`config.mk`:
```
export PLATFORM = sky130hd
export DESIGN_NAME = lru_page_order_tracker
export DESIGN_NICKNAME = d
export VERILOG_FILES = /design/src/hdl/lrupo_pkg.sv /design/src/hdl/lrupo_cell.sv /design/src/hdl/lru_page_order_tracker.sv
export SDC_FILE = /design/constraint.sdc
export NUM_CORES = 2
export LEC_CHECK = 0
export ABC_AREA = 1
export ABC_CLOCK_PERIOD_IN_PS = 8850
export BUFFER_PORTS_ARGS = -buffer_cell sky130_fd_sc_hd__buf_2
export CAP_MARGIN = 5
export CORE_AREA = 2 2 357 359
export CTS_CLUSTER_SIZE = 25
export DETAILED_ROUTE_END_ITERATION = 16
export DIE_AREA = 0 0 359 361
export GPL_ROUTABILITY_DRIVEN = 0
export SLEW_MARGIN = 20
export SYNTH_ARGS = -nofsm -noshare
export SYNTH_HDL_FRONTEND = slang
export SYNTH_SLANG_ARGS = --single-unit
```
`constraint.sdc`:
```
create_clock -name clk_i -period 8.85 [get_ports clk_i]
set_clock_uncertainty 0.1 [all_clocks]
set_input_delay 1.77 -clock clk_i [delete_from_list [all_inputs] [get_ports clk_i]]
set_output_delay 1.77 -clock clk_i [all_outputs]
set_load 0.005 [all_outputs]
```
`src/hdl/lrupo_pkg.sv`:
```
// Shared types and codes for the LRU page order tracker.
`timescale 1ns / 1ps
`default_nettype none

package lrupo_pkg;

  // Operation codes on the input word
  localparam logic OP_TOUCH = 1'b0;
  localparam logic OP_EVICT = 1'b1;

  // Result status codes
  localparam logic [1:0] STATUS_OK         = 2'd0;
  localparam logic [1:0] STATUS_EMPTY      = 2'd1;
  localparam logic [1:0] STATUS_FULL_DROP  = 2'd2;

  // Field widths of the channel words
  localparam int unsigned PAGE_FIELD_BITS = 12;
  localparam int unsigned STATUS_BITS     = 2;

  // Command broadcast to every cell for the word being accepted
  typedef struct packed {
    logic do_evict;   // shift whole chain down by one
    logic do_move;    // move hit page to the most-recent end
    logic do_append;  // write page into first free cell
  } cell_cmd_t;

endpackage

`default_nettype wire

```
`src/hdl/lrupo_cell.sv`:
```
// One slot of the LRU chain: holds a page, compares it, shifts from its upper neighbor.
`timescale 1ns / 1ps
`default_nettype none

module lrupo_cell
  import lrupo_pkg::*;
#(
  parameter int unsigned PAGE_BITS = 12
) (
  input  wire logic                 clk_i,
  input  wire logic                 rst_ni,
  input  wire cell_cmd_t            cmd_i,
  input  wire logic [PAGE_BITS-1:0] page_i,
  input  wire logic [PAGE_BITS-1:0] up_page_i,
  input  wire logic                 up_valid_i,
  input  wire logic                 dn_valid_i,
  input  wire logic                 found_i,
  output logic                      found_o,
  output logic [PAGE_BITS-1:0]      page_o,
  output logic                      valid_o
);

  logic [PAGE_BITS-1:0] page_q, page_d;
  logic                 valid_q, valid_d;
  logic                 match;
  logic                 last;

  // Compare against the touched page; pass the hit marker upward
  assign match   = valid_q && (page_q == page_i);
  assign found_o = found_i | match;
  // Most-recent occupied slot
  assign last    = valid_q && !up_valid_i;

  // Next slot contents
  always_comb begin
    page_d  = page_q;
    valid_d = valid_q;
    if (cmd_i.do_evict) begin
      page_d  = up_page_i;
      valid_d = up_valid_i;
    end else if (cmd_i.do_move) begin
      if (found_o && valid_q) begin
        page_d = last ? page_i : up_page_i;
      end
    end else if (cmd_i.do_append) begin
      if (!valid_q && dn_valid_i) begin
        page_d  = page_i;
        valid_d = 1'b1;
      end
    end
  end

  // Occupancy flag
  always_ff @(posedge clk_i or negedge rst_ni) begin
    if (!rst_ni) begin
      valid_q <= 1'b0;
    end else begin
      valid_q <= valid_d;
    end
  end

  // Page number; only read while the slot is occupied
  always_ff @(posedge clk_i) begin
    page_q <= page_d;
  end

  assign page_o  = page_q;
  assign valid_o = valid_q;

endmodule

`default_nettype wire

```
`src/hdl/lru_page_order_tracker.sv`:
```
// Top level of the LRU page order tracker: cell chain plus result register.
//
//   channel | direction | handshake                  | word
//   --------+-----------+----------------------------+------------------------------
//   in      | input     | in_valid_i / in_ready_o    | operation_i, page_number_i
//   out     | output    | out_valid_o / out_ready_i  | victim_page_o, status_o
//
// One word per cycle unless stalled: compare, hit marker ripple and shift all
// finish in the cycle the word is taken; the result appears in the output
// register in the next cycle. in_ready_o is low only while a result waits and
// out_ready_i is low. Reset empties the store at once; no clearing pass.
`timescale 1ns / 1ps
`default_nettype none

module lru_page_order_tracker
  import lrupo_pkg::*;
#(
  parameter int unsigned SLOTS     = 32,
  parameter int unsigned PAGE_BITS = 12
) (
  input  wire logic                       clk_i,
  input  wire logic                       rst_ni,
  input  wire logic                       in_valid_i,
  output logic                            in_ready_o,
  input  wire logic                       operation_i,
  input  wire logic [PAGE_FIELD_BITS-1:0] page_number_i,
  output logic                            out_valid_o,
  input  wire logic                       out_ready_i,
  output logic [PAGE_FIELD_BITS-1:0]      victim_page_o,
  output logic [STATUS_BITS-1:0]          status_o
);

  logic                            in_acc;
  logic [PAGE_BITS+PAGE_FIELD_BITS-1:0] page_ext;
  logic [PAGE_BITS-1:0]            page_w;
  logic [PAGE_BITS-1:0]            cell_page [SLOTS];
  logic [SLOTS-1:0]                valid_vec;
  logic [SLOTS:0]                  found;
  logic                            hit;
  logic                            empty;
  logic                            full;
  cell_cmd_t                       cmd;
  logic [PAGE_BITS+PAGE_FIELD_BITS-1:0] victim_ext;

  logic                            out_valid_q;
  logic [PAGE_FIELD_BITS-1:0]      victim_q, victim_d;
  logic [STATUS_BITS-1:0]          status_q, status_d;

  assign in_ready_o = !out_valid_q || out_ready_i;
  assign in_acc     = in_valid_i && in_ready_o;

  // Fit the page field to the stored width
  assign page_ext = {{PAGE_BITS{1'b0}}, page_number_i};
  assign page_w   = page_ext[PAGE_BITS-1:0];

  assign empty = !valid_vec[0];
  assign full  = valid_vec[SLOTS-1];
  assign hit   = found[SLOTS];
  assign found[0] = 1'b0;

  // Command for the chain
  always_comb begin
    cmd.do_evict  = in_acc && (operation_i == OP_EVICT) && !empty;
    cmd.do_move   = in_acc && (operation_i == OP_TOUCH) && hit;
    cmd.do_append = in_acc && (operation_i == OP_TOUCH) && !hit && !full;
  end

  // Cell chain, slot 0 least recent
  for (genvar i = 0; i < SLOTS; i++) begin : g_cell
    logic [PAGE_BITS-1:0] up_page;
    logic                 up_valid;
    logic                 dn_valid;

    if (i == SLOTS - 1) begin : g_top
      assign up_page  = '0;
      assign up_valid = 1'b0;
    end else begin : g_mid
      assign up_page  = cell_page[i+1];
      assign up_valid = valid_vec[i+1];
    end

    if (i == 0) begin : g_bot
      assign dn_valid = 1'b1;
    end else begin : g_up
      assign dn_valid = valid_vec[i-1];
    end

    lrupo_cell #(
      .PAGE_BITS(PAGE_BITS)
    ) u_cell (
      .clk_i      (clk_i),
      .rst_ni     (rst_ni),
      .cmd_i      (cmd),
      .page_i     (page_w),
      .up_page_i  (up_page),
      .up_valid_i (up_valid),
      .dn_valid_i (dn_valid),
      .found_i    (found[i]),
      .found_o    (found[i+1]),
      .page_o     (cell_page[i]),
      .valid_o    (valid_vec[i])
    );
  end

  // Result for the accepted word
  assign victim_ext = {{PAGE_FIELD_BITS{1'b0}}, cell_page[0]};

  always_comb begin
    victim_d = '0;
    status_d = STATUS_OK;
    if (operation_i == OP_EVICT) begin
      if (empty) begin
        status_d = STATUS_EMPTY;
      end else begin
        victim_d = victim_ext[PAGE_FIELD_BITS-1:0];
      end
    end else if (!hit && full) begin
      status_d = STATUS_FULL_DROP;
    end
  end

  // Output register control
  always_ff @(posedge clk_i or negedge rst_ni) begin
    if (!rst_ni) begin
      out_valid_q <= 1'b0;
    end else if (in_ready_o) begin
      out_valid_q <= in_acc;
    end
  end

  // Output register payload
  always_ff @(posedge clk_i) begin
    if (in_acc) begin
      victim_q <= victim_d;
      status_q <= status_d;
    end
  end

  assign out_valid_o   = out_valid_q;
  assign victim_page_o = victim_q;
  assign status_o      = status_q;

  // Occupied slots always form a prefix of the chain
  a_valid_prefix : assert property (@(posedge clk_i) disable iff (!rst_ni)
    (valid_vec[SLOTS-1:1] & ~valid_vec[SLOTS-2:0]) == '0)
    else $error("occupied slots are not a prefix");

  // An evict on a non-empty store frees exactly one slot
  a_evict_count : assert property (@(posedge clk_i) disable iff (!rst_ni)
    cmd.do_evict |=> $countones(valid_vec) == $past($countones(valid_vec)) - 1)
    else $error("evict did not free exactly one slot");

  // A touch that hits keeps the occupancy unchanged
  a_move_count : assert property (@(posedge clk_i) disable iff (!rst_ni)
    cmd.do_move |=> $stable(valid_vec))
    else $error("touch hit changed occupancy");

  // An append takes exactly one more slot
  a_append_count : assert property (@(posedge clk_i) disable iff (!rst_ni)
    cmd.do_append |=> $countones(valid_vec) == $past($countones(valid_vec)) + 1)
    else $error("append did not take exactly one slot");

endmodule

`default_nettype wire
```
==> results.cfg <==
[cells_and_area]
final_net_count = 3835
area_delta_synth_final_pct = 10.8
diodes = 0
fillers = 13500
multiInputGateArea_um2 = 15300
register_area_um2 = 12700
final_layout_size_suffix_gt1_share_pct = 9.81

[yosys]
yosysMostFrequentCell = nand2_1
synth_area_leaders = edfxtp_1 (37%), nand2_1 (11%), o21ai_0 (9.1%)
yosys.area.top_type = edfxtp_1
synth_fp_nets = 3956
synth-main-ff-cell = edfxtp_1
synth-seq-cells = 431
synth_enable_flop_cells = 386
yosys_warnings = 0
netlist_instances = 3939
netlist_area_um2 = 31300
synth_top_area_share_pct = 37.1
synthTopCellsByCount = nand2_1 (900), o21ai_0 (570), inv_1 (467), edfxtp_1 (386), o22ai_1 (304)
async_flop_share_pct = 7.66
avgSynthCellArea_um2 = 7.94
ys_types = 50
yosysSeqAreaShare_pct = 40.5

[timing]
max_freq_mhz = 135
tightest_slew_ns = 1.08
final.min_clock_period_ns = 7.42
final.setup.tns_ns = 0
drv_slew = 0
rsz0062_at_grt = no
fin_hold_ws_ns = 0.413
final_hold_viol_count = 0
finalCritPeriodShare_pct = 83.8
fin_ws_ns = 1.43
maxSlewHeadroom_pct = 27.9
setup_violations = 0

[die]
die_area_um2 = 130000
start_util_pct = 24.9
io_pins = 33
die_w_um = 359
num_rows = 130
dieHeight_um = 361
coreArea_um2 = 125000

[clocking]
cts_resized = 0
postCtsSetupBuffers = 0
cts.path.max_buffers = 3
cts.sinks = 431
cts-buffers-inserted = 53
clk_pin_slew_ns = 0.06
ctsHoldBuffers = 0
clockRootBuffer = clkbuf_16
htreeDepth = 2
cts_tree = yes
worstSkewPairLatency_ns = 0.64

[global_routing]
grt_pass1_wl_mm = 163
grt_usage_pct = 15.8
antenna_found_initial = 0
grt_max_degree = 150
grt_pass1_vias = 26900
gr-total-overflow = 0

[setup_path]
critPathRequiredTime_ns = 8.99
slowest_stage = nand2_1
arrival_ns = 7.56
startpoint = page_number_i[9]
critical_path_class = in -> reg
crit_fanout = 42
cp-start-kind = primary input
endpoint_kind = flop
slowest_delay_ns = 0.56
r2r_start = g_cell[0].u_cell.page_o[1]$_DFFE_PP_

[min_path]
min_path_type = reg -> reg
worstHoldStart = out_valid_o$_DFFE_PN0N_

[route]
drtIter0Drc = 3756
drtAntennaViolNets = 0
drtPass1Iterations = 6
viasPerCell = 5.23
drt-total-wl_mm = 107
vias = 28800
drc_errors = 0
avgRoutedWirePerCell_um = 19.4

[flow_run]
cap_violations = 0

[pwr]
powerDensity_nw_per_um2 = 284
peakVddDrop_uv = 163
p_leak_nw = 12.3

[placement]
dp_slack_ns = 0.990
dp_hpwl_mm = 69.4
portBuffers = 32

[run_status]
status = completed
[registers in the layout, indices dropped and copies added, names as in the netlist]
| name | count |
|---|---|
| g_cell.u_cell.page_o | 384 |
| g_cell.u_cell.valid_o | 32 |
| out_valid_o | 1 |
| status_o | 2 |
| victim_page_o | 12 |
[cells by family after synthesis]
group | count (synthesis) | synth area share, %
buffers and inverters | 797 | 11.0
xor gates and xnor gates | 108 | 3.02
and+or+nand+nor | 1224 | 15.9
DFF | 431 | 40.5
AOI/OAI and AO/OA | 1379 | 29.7
[worst max-delay path, delay by kind of cell]
kind / cells / cell delay [ns]
compound gates: 1 / 0.12
buf+inv: 3 / 1.07
simple gates: 22 / 4.52
[metal layers]
metal	up-vias	track usage, %	routed length [µm]
li1	13500	-	-
met1	13700	21.2	44200
met4	0	5.97	3800
met2	1438	25.9	49800
met3	234	2.21	8930
met5	-	0	0
[worst paths after layout]
| path | slack (ns) | depth (start not counted) | to |
|---|---|---|---|
| setup reg to reg | 2.83 | 27 | g_cell[25].u_cell.page_o[10]$_DFFE_PP_ |
| hold reg to reg | 0.41 | 2 | out_valid_o$_DFFE_PN0N_ |
| setup / recovery | 1.43 | 26 | g_cell[25].u_cell.page_o[10]$_DFFE_PP_ |
| min in group asynchronous | 1.02 | 1 | g_cell[0].u_cell.valid_o$_DFFE_PN0P_ |
| max in group asynchronous | 7.17 | 1 | g_cell[20].u_cell.valid_o$_DFFE_PN0P_ |
| hold / removal | 0.41 | 2 | out_valid_o$_DFFE_PN0N_ |
[stage by stage]
step / total power, W / util (%) / area, µm² / instances
floorplan: 0.00650 / - / 31300 / 3939
global placement: 0.00748 / 26.2 / 32800 / 5413
detailed placement: 0.00756 / 26.2 / 32800 / 5413
CTS: 0.00982 / 27.6 / 34600 / 5513
global route: 0.0105 / 27.6 / 34600 / 5513
finish: 0.00986 / 27.6 / 34600 / 5513
[where the power goes]
part	internal [W]	switching, W
sequential	0.00312	0.000463
clock	0.00130	0.000955
combinational	0.00140	0.00262
total	0.00582	0.00404
[layout by cell type, fill, tap and decap left out, types with 10 or more instances in the layout]
master     instances
nor2_1           150
a31oi_1           14
clkbuf_16         53
nand2_1          900
o211ai_1          31
edfxtp_1         386
o22ai_2           10
o21ai_0          570
buf_2             31
inv_1            462
o2111ai_1         14
o22ai_1          304
a221oi_1          53
o21ai_1          168
nor3_1            12
o21bai_4         100
a21oi_1           39
xnor2_1           67
nand3_1           82
o21bai_1          50
xor2_1            41
dfxtp_1           12
clkbuf_1          15
clkinv_2          12
nor4_1            16
inv_2             10
buf_4            109
nand4_1           40
dfrtp_1           33
[layout make-up]
class	instances	share of cell area (%)
Tap cell	1650	5.96
Sequential cell	431	36.5
Inverter	478	5.23
Clock buffer	77	4.35
Timing Repair Buffer	143	2.98
Clock inverter	23	0.701
Multi-Input combinational cell	2711	44.3
No activity file was read; power rests on OpenSTA's default activity.
